<file path="src/rtl/gnd_pkg.sv">
// Shared constants and types for the greedy note dispenser.
package gnd_pkg;
   localparam int SLOTS = 8;
   localparam int SLOT_W = (SLOTS > 1) ? $clog2(SLOTS) : 1;
   localparam int CNT_W = $clog2(SLOTS + 1);
   localparam int VAL_W = 31;
   localparam int STK_W = 16;
   localparam int DIV_CNT_W = 5;

   localparam logic [1:0] REQ_ADD      = 2'd0;
   localparam logic [1:0] REQ_REMOVE   = 2'd1;
   localparam logic [1:0] REQ_DISPENSE = 2'd2;

   localparam logic [2:0] ST_OK         = 3'd0;
   localparam logic [2:0] ST_NOT_FOUND  = 3'd1;
   localparam logic [2:0] ST_TABLE_FULL = 3'd2;
   localparam logic [2:0] ST_SHORTFALL  = 3'd3;
   localparam logic [2:0] ST_BAD_VALUE  = 3'd4;

   // Commands from the controller to the datapath.
   typedef struct packed {
      logic load;       // capture request fields
      logic do_add;     // apply add (restock or new slot)
      logic do_remove;  // free matching slot
      logic pick;       // select highest unseen slot
      logic div_start;  // start remaining / value
      logic div_step;   // one quotient bit
      logic apply;      // deduct notes, update remainder
   } cmd_type;

   // Status from the datapath to the controller.
   typedef struct packed {
      logic       found;
      logic       has_free;
      logic       best_ok;
      logic       div_done;
      logic       use_nz;
      logic       rem_nz;
   } sts_type;
endpackage

</file>
<file path="src/rtl/greedy_note_dispenser_top.sv">
// Top level of the greedy note dispenser.
// One request is handled at a time. Add and remove take two steps, accept
// and update. Dispense visits each stored denomination from highest value
// down, each visit a selection step, a restoring divide of one quotient bit
// per cycle and an update step. Results leave through a register; a stalled
// result holds the sequencer.
module greedy_note_dispenser_top import gnd_pkg::*; (
   input  logic             clock,
   input  logic             reset,
   input  logic             req_valid,
   output logic             req_stall,
   input  logic [1:0]       req_type,
   input  logic [VAL_W-1:0] req_note_value,
   input  logic [STK_W-1:0] req_add_count,
   input  logic [VAL_W-1:0] req_amount,
   output logic             rsp_valid,
   input  logic             rsp_stall,
   output logic [2:0]       rsp_status,
   output logic [VAL_W-1:0] rsp_paid_value,
   output logic [STK_W-1:0] rsp_notes_used,
   output logic [VAL_W-1:0] rsp_remainder,
   output logic             rsp_last
);
   cmd_type cmd;
   sts_type sts;
   logic [VAL_W-1:0] best_value, rem_value;
   logic [STK_W-1:0] use_count;

   gnd_ctrl u_ctrl (
      .clock, .reset, .req_valid, .req_stall, .req_type, .req_note_value,
      .rsp_valid, .rsp_stall, .rsp_status, .rsp_paid_value, .rsp_notes_used,
      .rsp_remainder, .rsp_last, .cmd, .sts, .best_value, .use_count,
      .rem_value
   );

   gnd_datapath u_dp (
      .clock, .reset, .cmd, .req_note_value, .req_add_count, .req_amount,
      .sts, .best_value, .use_count, .rem_value
   );
endmodule

</file>
<file path="src/rtl/gnd_datapath.sv">
// Slot table, best-slot search and bit-serial divider.
module gnd_datapath import gnd_pkg::*; (
   input  logic             clock,
   input  logic             reset,
   input  cmd_type          cmd,
   input  logic [VAL_W-1:0] req_note_value,
   input  logic [STK_W-1:0] req_add_count,
   input  logic [VAL_W-1:0] req_amount,
   output sts_type          sts,
   output logic [VAL_W-1:0] best_value,
   output logic [STK_W-1:0] use_count,
   output logic [VAL_W-1:0] rem_value
);
   logic [VAL_W-1:0] slot_value_ff [SLOTS];
   logic [STK_W-1:0] slot_stock_ff [SLOTS];
   logic [SLOTS-1:0] slot_valid_ff, slot_valid_in;
   logic [SLOTS-1:0] seen_ff;
   logic [VAL_W-1:0] val_ff, rem_ff, rem_in;
   logic [STK_W-1:0] cnt_ff;
   logic [SLOT_W-1:0] best_ff;
   logic [VAL_W-1:0] quo_ff, part_ff, dvd_ff;
   logic [DIV_CNT_W-1:0] dcnt_ff;

   logic [SLOT_W-1:0] match_idx, free_idx, best_idx;
   logic found, has_free, best_ok;
   logic [VAL_W:0] trial;
   logic [STK_W:0] sum;
   logic [STK_W-1:0] use_c, stk;
   logic [VAL_W-1:0] bval;
   logic [VAL_W+STK_W-1:0] prod;

   always_comb begin
      found = 1'b0; match_idx = '0; has_free = 1'b0; free_idx = '0;
      best_ok = 1'b0; best_idx = '0;
      for (int i = SLOTS - 1; i >= 0; i--) begin
         if (slot_valid_ff[i] && slot_value_ff[i] == val_ff) begin
            found = 1'b1; match_idx = SLOT_W'(i);
         end
         if (!slot_valid_ff[i]) begin
            has_free = 1'b1; free_idx = SLOT_W'(i);
         end
      end
      // Ascending scan with strict compare keeps lowest index on ties.
      for (int i = 0; i < SLOTS; i++) begin
         if (slot_valid_ff[i] && !seen_ff[i] &&
             (!best_ok || slot_value_ff[i] > slot_value_ff[best_idx])) begin
            best_ok = 1'b1; best_idx = SLOT_W'(i);
         end
      end
   end

   assign bval  = slot_value_ff[best_ff];
   assign stk   = slot_stock_ff[best_ff];
   assign trial = {part_ff, dvd_ff[VAL_W-1]} - {1'b0, bval};
   assign use_c = (quo_ff > VAL_W'(stk)) ? stk : quo_ff[STK_W-1:0];
   assign prod  = use_c * bval;
   assign rem_in = rem_ff - prod[VAL_W-1:0];
   assign sum   = {1'b0, slot_stock_ff[match_idx]} + {1'b0, cnt_ff};

   always_comb begin
      slot_valid_in = slot_valid_ff;
      if (cmd.do_add && val_ff != '0 && !found && has_free)
         slot_valid_in[free_idx] = 1'b1;
      if (cmd.do_remove && found) slot_valid_in[match_idx] = 1'b0;
   end

   always_ff @(posedge clock) begin
      if (reset) begin
         slot_valid_ff <= '0;
         seen_ff <= '0;
         dcnt_ff <= '0;
      end else begin
         slot_valid_ff <= slot_valid_in;
         if (cmd.load) seen_ff <= '0;
         if (cmd.pick && best_ok) seen_ff[best_idx] <= 1'b1;
         if (cmd.div_start) dcnt_ff <= DIV_CNT_W'(VAL_W);
         else if (cmd.div_step && dcnt_ff != '0) dcnt_ff <= dcnt_ff - 1'b1;
      end
   end

   always_ff @(posedge clock) begin
      if (cmd.load) begin
         val_ff <= req_note_value; cnt_ff <= req_add_count; rem_ff <= req_amount;
      end
      if (cmd.pick) best_ff <= best_idx;
      if (cmd.do_add && val_ff != '0) begin
         if (found)
            slot_stock_ff[match_idx] <= sum[STK_W] ? '1 : sum[STK_W-1:0];
         else if (has_free) begin
            slot_value_ff[free_idx] <= val_ff;
            slot_stock_ff[free_idx] <= cnt_ff;
         end
      end
      if (cmd.div_start) begin
         dvd_ff <= rem_ff; part_ff <= '0; quo_ff <= '0;
      end else if (cmd.div_step && dcnt_ff != '0) begin
         dvd_ff <= {dvd_ff[VAL_W-2:0], 1'b0};
         if (!trial[VAL_W]) begin
            part_ff <= trial[VAL_W-1:0]; quo_ff <= {quo_ff[VAL_W-2:0], 1'b1};
         end else begin
            part_ff <= {part_ff[VAL_W-2:0], dvd_ff[VAL_W-1]};
            quo_ff <= {quo_ff[VAL_W-2:0], 1'b0};
         end
      end
      if (cmd.apply) begin
         slot_stock_ff[best_ff] <= stk - use_c;
         rem_ff <= rem_in;
      end
   end

   assign sts.found    = found;
   assign sts.has_free = has_free;
   assign sts.best_ok  = best_ok;
   assign sts.div_done = (dcnt_ff == '0);
   assign sts.use_nz   = (use_c != '0);
   assign sts.rem_nz   = (rem_ff != '0);
   assign best_value = bval;
   assign use_count  = use_c;
   // Show the post-deduction remainder while applying, the settled one otherwise.
   assign rem_value  = cmd.apply ? rem_in : rem_ff;
endmodule

</file>
<file path="src/rtl/gnd_ctrl.sv">
// Request sequencer and result register.
module gnd_ctrl import gnd_pkg::*; (
   input  logic             clock,
   input  logic             reset,
   input  logic             req_valid,
   output logic             req_stall,
   input  logic [1:0]       req_type,
   input  logic [VAL_W-1:0] req_note_value,
   output logic             rsp_valid,
   input  logic             rsp_stall,
   output logic [2:0]       rsp_status,
   output logic [VAL_W-1:0] rsp_paid_value,
   output logic [STK_W-1:0] rsp_notes_used,
   output logic [VAL_W-1:0] rsp_remainder,
   output logic             rsp_last,
   output cmd_type          cmd,
   input  sts_type          sts,
   input  logic [VAL_W-1:0] best_value,
   input  logic [STK_W-1:0] use_count,
   input  logic [VAL_W-1:0] rem_value
);
   typedef enum logic [2:0] {
      S_IDLE, S_ADD, S_REMOVE, S_PICK, S_DIV, S_APPLY, S_FINAL, S_WAIT
   } state_type;

   state_type state_ff;
   logic [1:0] type_ff;
   logic zero_ff;
   logic out_free;
   logic rsp_load;

   assign out_free  = !rsp_valid || !rsp_stall;
   assign req_stall = (state_ff != S_IDLE);
   assign rsp_load  = out_free && (state_ff == S_ADD || state_ff == S_REMOVE ||
                                   state_ff == S_FINAL ||
                                   (state_ff == S_APPLY && sts.use_nz));

   always_comb begin
      cmd = '0;
      unique case (state_ff)
         S_IDLE:   cmd.load = req_valid;
         S_ADD:    cmd.do_add = out_free;
         S_REMOVE: cmd.do_remove = out_free;
         S_PICK:   begin cmd.pick = 1'b1; cmd.div_start = sts.best_ok; end
         S_DIV:    cmd.div_step = 1'b1;
         S_APPLY:  cmd.apply = out_free;
         default:  ;
      endcase
   end

   always_ff @(posedge clock) begin
      if (reset) begin
         state_ff  <= S_IDLE;
         rsp_valid <= 1'b0;
      end else begin
         if (rsp_load) rsp_valid <= 1'b1;
         else if (!rsp_stall) rsp_valid <= 1'b0;
         unique case (state_ff)
            S_IDLE: if (req_valid) begin
               type_ff <= req_type;
               zero_ff <= (req_note_value == '0);
               unique case (req_type)
                  REQ_ADD:      state_ff <= S_ADD;
                  REQ_REMOVE:   state_ff <= S_REMOVE;
                  REQ_DISPENSE: state_ff <= S_PICK;
                  default:      state_ff <= S_FINAL;
               endcase
            end
            S_ADD: if (out_free) begin
               rsp_last <= 1'b1;
               rsp_paid_value <= '0; rsp_notes_used <= '0; rsp_remainder <= '0;
               rsp_status <= zero_ff ? ST_BAD_VALUE : sts.found ? ST_OK :
                             sts.has_free ? ST_OK : ST_TABLE_FULL;
               state_ff <= S_IDLE;
            end
            S_REMOVE: if (out_free) begin
               rsp_last <= 1'b1;
               rsp_paid_value <= '0; rsp_notes_used <= '0; rsp_remainder <= '0;
               rsp_status <= sts.found ? ST_OK : ST_NOT_FOUND;
               state_ff <= S_IDLE;
            end
            S_PICK: state_ff <= sts.best_ok ? S_DIV : S_FINAL;
            S_DIV:  if (sts.div_done) state_ff <= S_APPLY;
            S_APPLY: if (out_free) begin
               if (sts.use_nz) begin
                  rsp_last <= 1'b0; rsp_status <= ST_OK;
                  rsp_paid_value <= best_value; rsp_notes_used <= use_count;
                  rsp_remainder <= rem_value;
               end
               state_ff <= S_PICK;
            end
            S_FINAL: if (out_free) begin
               rsp_last <= 1'b1;
               rsp_paid_value <= '0; rsp_notes_used <= '0;
               if (type_ff == REQ_DISPENSE) begin
                  rsp_status <= sts.rem_nz ? ST_SHORTFALL : ST_OK;
                  rsp_remainder <= rem_value;
               end else begin
                  rsp_status <= ST_BAD_VALUE; rsp_remainder <= '0;
               end
               state_ff <= S_IDLE;
            end
            default: state_ff <= S_IDLE;
         endcase
      end
   end
endmodule
</file>
<file path="config.mk">
export PLATFORM = sky130hd
export DESIGN_NAME = greedy_note_dispenser_top
export DESIGN_NICKNAME = d
export VERILOG_FILES = /design/src/rtl/gnd_pkg.sv /design/src/rtl/greedy_note_dispenser_top.sv /design/src/rtl/gnd_datapath.sv /design/src/rtl/gnd_ctrl.sv
export SDC_FILE = /design/constraint.sdc
export NUM_CORES = 2
export LEC_CHECK = 0
export ABC_AREA = 0
export BUFFER_PORTS_ARGS = -buffer_cell sky130_fd_sc_hd__buf_4
export CAP_MARGIN = 20
export CORE_MARGIN = 2
export CORE_UTILIZATION = 55
export DETAILED_ROUTE_END_ITERATION = 8
export PLACE_DENSITY = 0.79
export RECOVER_POWER = 100
export SYNTH_ARGS = -nofsm -noshare
export SYNTH_HDL_FRONTEND = slang
export SYNTH_SLANG_ARGS = --single-unit
</file>
<file path="constraint.sdc">
create_clock -name clock -period 37.6 [get_ports clock]
set_clock_uncertainty 0.05 [all_clocks]
set_input_delay 7.52 -clock clock [delete_from_list [all_inputs] [get_ports clock]]
set_output_delay 7.52 -clock clock [all_outputs]
set_load 0.02 [all_outputs]
</file>
-- After elaboration in Yosys (flattened, before gate mapping)
Memory sizes are Yosys's and may differ from the RTL's. A register that Yosys moved wholly into a read port is not among the register bits.
Index checks and enable logic that the tools add are counted.
- bits in registers: 284
- RAM bits: 376
- input port bits: 84
- word-level logic and storage cells: 289
- memories: 2
- memory list (name ; words ; bits a word ; rd ports ; clocked after memory_dff ; wr ports ; RTL line ; text):
    u_dp.slot_value_ff ; 8 ; 31 ; 15 ; 1 ; 1 ; gnd_datapath.sv:14 ; logic [VAL_W-1:0] slot_value_ff [SLOTS];
    u_dp.slot_stock_ff ; 8 ; 16 ; 2 ; 1 ; 1 ; gnd_datapath.sv:15 ; logic [STK_W-1:0] slot_stock_ff [SLOTS];
- add/sub/neg operators: 5
- multipliers: 1
- $lt $le $gt $ge: 14
- equality and inequality tests: 27
- multiplexer cells: 130
- bitwise logic cells: 5
- reduce and logical (&&, ||, !) cells: 86
- operator list (cell ; number):
    $mux 31 ; 13
    $eq 31x31->1 ; 8
    $gt 31x31->1 ; 7
    $mux 16 ; 7
    $mux 3 ; 36
    $pmux 31 s3 ; 1
    $pmux 31 s2 ; 1
    $reduce_bool 31->1 ; 2
    $mux 1 ; 51
    $mux 8 ; 5
    $logic_and 1x1->1 ; 34
    $pmux 16 s2 ; 1
    $reduce_or 16->1 ; 2
    $sub 32x31->32 ; 1
    $gt 31x16->1 ; 1
    $logic_not 31->1 ; 1
    $mul 16x31->31 ; 1
    $sub 31x31->31 ; 1
    $logic_not 1->1 ; 18
    $add 16x16->17 ; 1
    $ne 2x1->1 const B ; 8
    $or 8x8->8 ; 2
    $reduce_bool 16->1 ; 1
    $sub 16x16->16 ; 1
    34 further kinds ; 64

-- Depth between registers and ports, before layout
An unclocked memory read counts as a cell.
- depth in word-level cells: 43
- mapped depth: 98
- gate-level depth less buffers: 85

-- Modules after synthesis
Synthesis repeated with hierarchy kept, for this count alone.
- cell total of the unflattened synthesis: 5613
- area, all modules: 56720.6 µm²
- modules (own cells, without submodules) (module ; times used ; cells an instance ; area each (µm²) ; seq. area each (µm²)):
    gnd_datapath ; 1 ; 5367 ; 53024.6 ; 16375.7
    gnd_ctrl ; 1 ; 246 ; 3696.0 ; 2632.5

-- Least setup slack after synthesis
No wires, ideal clock.
- path kind: register -> register
- from: memory u_dp.slot_value_ff[1][1]
- to: register (tool-made name)
- setup time: 0.121 ns
- arrival time: 17.651 ns
- required time: 37.429 ns
- setup slack: 19.779 ns
- stages on the path, launching flop included: 93
- buffers on the path: 15
- clock period less this slack: 17.821 ns
- path through: edfxtp_1 -> ha_1 -> nor2b_1 -> o21a_1 -> o21a_1 -> o211ai_1 -> a21oi_1 -> o21a_1 -> o21ai_1 -> clkbuf_1 -> mux2i_1 -> ha_1 -> a21o_1 -> a21o_1 -> a21o_1 -> a21o_1 -> a21oi_1 -> a2bb2oi_1 -> [... 57 more ...] -> a21oi_1 -> a21o_1 -> clkbuf_1 -> nand3_1 -> or3_1 -> a31oi_1 -> ha_1 -> nor2b_1 -> o21a_1 -> o21a_1 -> o21a_1 -> o21a_1 -> o21ai_0 -> a211oi_1 -> o21ai_0 -> a21boi_0 -> or2_2 -> mux2_2
- RTL lines (what ; RTL line):
    from (decl) ; gnd_datapath.sv:14

==> run_results.csv <==
group,metric,value,unit
place,hpwl,165,mm
power_and_ir_drop,power.density,95.2,nW/µm²
worst_setup_path,cp.required,38150,ps
place,dp_cells,6734,
clock_network,cts_buffers,77,
run_status,violations,"max-capacitance violations, max-slew violations",
global_routing,track_usage,43.9,%
layout,design_area,60100,µm²
route,dr_total_vias,48073,
clock_network,cts_resized,0,
floorplanning,initial_core_util,55.7,%
route,wl_per_cell,33.1,µm
route,drc,0,
clock_network,path_clk_slew,60,ps
global_routing,antenna_found_initial,5,
power_and_ir_drop,power_frac_comb,66.5,%
power_and_ir_drop,vdd_ir_drop_max,0.000168,V
layout,layoutNonFillerInstCount,6888,
clock_network,clkLatencyLatePin,710,ps
yosys,synth_fp_nets,6205,
clock_network,holdBufCountCts,0,
floorplanning,design.die.area,102000,µm²
floorplanning,core_area,98700,µm²
timing,finalCritPeriodShare,83.6,%
power_and_ir_drop,switching_share,48.5,%
worst_setup_path,slowest_stage,"clkbuf_1",
power_and_ir_drop,power_leakage,24.4,nW
yosys,synth_cell_type_count,92,
timing,setup_viol,0,
yosys,syn_area_per_cell,10.1,µm²
clock_network,cts_tree,"done",
yosys,synthFlopType,"edfxtp_1",
worst_setup_path,r2r-end,"u_dp.seen_ff[4]",
power_and_ir_drop,clkPwrFrac,14.4,%
floorplanning,die_y,320,µm
worst_setup_path,crit_path_end,"u_dp.seen_ff[4]",
timing,tightest_slew,4010,ps
layout,area_growth,9.31,%
clock_network,clockBufferDepth,3,
timing,tns,0,ps
flow_run,maxCapViolations,33,
timing,slew_violations,1058,
worst_setup_path,reg2reg_from,"u_dp.slot_value_ff[0][9]",
min_path,min_path_cells,2,
layout,nets,6313,
layout,drive_gt1_share,9.04,%
place,globalplace.congestion,1.16,
power_and_ir_drop,sequentialPowerShare,19.1,%
route,dr.pass1.iters,9,
yosys,yosys_register_bits,663,
clock_network,clock-sinks,663,
timing,post-route-min-period,31420,ps
floorplanning,ios,168,
worst_setup_path,cp_max_fo,46,
clock_network,htreeDepth,3,
place,port_buffers,167,
route,ant_nets,0,
worst_setup_path,critical_path_class,"reg -> reg",
worst_setup_path,arrival,31970,ps
timing,max_freq,0.0318,GHz
run_status,outcome,"finished with violations",
yosys,synthCells,5426,
route,drt_iter0_drc,7276,
floorplanning,die_w,320,µm
worst_setup_path,cp-end-kind,"flip-flop",
yosys,yosysWarnings,0,
global_routing,grt_overflow,0,
yosys,yosysSeqAreaShare,34.6,%
route,met3_length,32.1,mm
timing,rsz0062_at_grt,"no",
worst_setup_path,path_common_cell,"a21oi_1",
route,via_per_inst,6.98,
timing,relSlewSlack,-167,%
global_routing,grt_max_degree,75,
worst_setup_path,rrSetupSlack,6180,ps
global_routing,grt_pass1_vias,46380,
power_and_ir_drop,p_int,0.00294,W
worst_setup_path,crit_path_start,"u_dp.slot_value_ff[0][9]",
place,post-place-ws,14180,ps
yosys,netlist_area,55000,µm²
route,drt_wl_total,228,mm
min_path,hold_class,"reg -> reg",
clock_network,post-cts-setup-buffers,0,
clock_network,cts-root-buf,"clkbuf_16",
place,place_area,58000,µm²
layout,final_util,60.9,%
route,dr_wl_met2,94.4,mm
floorplanning,rows,115,
yosys,async_flop_share,0,%
route,wl_met1,81.9,mm
timing,fin_ws,6180,ps
worst_setup_path,start_kind,"flip-flop",
route,highest_layer,"met5",
timing,hold_viol_final,0,
global_routing,grt_pass1_wl,324,mm
worst_setup_path,worst_r2r_path_depth,77,
yosys,synth_edf_count,573,
worst_setup_path,max_stage_delay,2270,ps
power_and_ir_drop,power_switching,0.00278,W
==> registers in the layout (all words and copies together) (netlist names), 5 cells and up, named ones only <==
signal                 flops
u_ctrl.rsp_notes_used     16
u_ctrl.rsp_paid_value     31
u_ctrl.rsp_remainder      31
u_dp.cnt_ff               16
u_dp.dcnt_ff               5
u_dp.dvd_ff               31
u_dp.part_ff              31
u_dp.quo_ff               31
u_dp.rem_ff               31
u_dp.seen_ff               8
u_dp.slot_stock_ff       128
u_dp.slot_valid_ff         8
u_dp.slot_value_ff       248
u_dp.val_ff               31
==> cells by family after synthesis <==
family                     Yosys count  synth area share (%)
and+or+nand+nor                   1739                  14.5
AOI/OAI and AO/OA                  982                  11.9
adders and majority gates          695                  20.2
buffers and inverters              670                  4.79
DFF                                663                  34.6
xor gates and xnor gates           344                  5.61
muxes                              333                  8.38
==> cell usage in the layout, fill, tap and decap left out, types with 65 or more instances in the layout <==
master,instances
mux2i_1,155
nand3_1,197
clkbuf_16,77
edfxtp_1,573
nand2_1,586
buf_4,102
nand4_1,140
clkbuf_1,184
inv_1,377
ha_1,371
o21ai_0,195
a21oi_1,226
nor2_1,474
a21o_1,128
xnor2_1,321
dfxtp_1,88
mux4_2,94
fa_1,324
nor4_1,65
==> worst min-delay path by stage <==
stage	from	to	slack, ps
floorplan	u_dp.quo_ff[29]	u_dp.quo_ff[30]	380
global placement	u_dp.quo_ff[28]	u_dp.quo_ff[29]	380
detailed placement	u_dp.quo_ff[28]	u_dp.quo_ff[29]	400
CTS	u_dp.quo_ff[28]	u_dp.quo_ff[29]	400
global route	u_dp.quo_ff[24]	u_dp.quo_ff[25]	420
finish	u_dp.quo_ff[24]	u_dp.quo_ff[25]	410
==> cells in the mapped netlist, types with 129 or more instances <==
cell	n	area, µm²
nand2_1	588	2210
edfxtp_1	573	17200
nor2_1	485	1820
inv_1	375	1410
ha_1	371	4640
fa_1	324	6490
xnor2_1	321	2810
a21oi_1	229	1150
clkbuf_1	205	769
nand3_1	199	996
o21ai_0	198	991
mux2i_1	165	1650
nand4_1	140	876
a21o_1	129	968
==> final cells by class <==
type	instances	area (µm²)
diodes	3	7.51
clock buffers	87	1980
clock inverters	56	771
repair buffers	317	1730
well taps	1287	1610
flip-flops and latches	663	19000
fillers	8142	38600
inverters	382	1430
multi-input cells	4093	33500
==> per-layer routing <==
| metal | vias to the layer above | global-route usage [%] |
|---|---|---|
| li1 | 19716 | - |
| met1 | 23356 | 55.6 |
| met2 | 3917 | 63.4 |
| met3 | 1076 | 15.5 |
| met4 | 8 | 29.2 |
| met5 | - | 0 |
==> critical path: cells and delay by family, from the launching register on <==
family	cells	cell delay [ps]
AOI/OAI and AO/OA	33	8170
and+or+nand+nor	26	9580
muxes	2	1400
buffers and inverters	9	8750
DFF	1	600
adders and majority gates	7	2660
==> stage by stage <==
step / hold slack (ps) / power (W)
floorplan: 376 / 0.00372
global placement: 385 / 0.00472
detailed placement: 395 / 0.00480
CTS: 403 / 0.00565
global route: 419 / 0.00607
finish: 408 / 0.00572
==> power by group through the flow <==
stage / combinational (W) / sequential, W / clock [W]
2_1_floorplan: 0.00265 / 0.00107 / 0
3_3_place_gp: 0.00363 / 0.00109 / 0
3_5_place_dp: 0.00370 / 0.00110 / 0
4_1_cts: 0.00374 / 0.00108 / 0.000828
5_1_grt: 0.00412 / 0.00109 / 0.000856
6_report: 0.00381 / 0.00109 / 0.000823
Note: power is estimated with default switching activity, not from simulation.
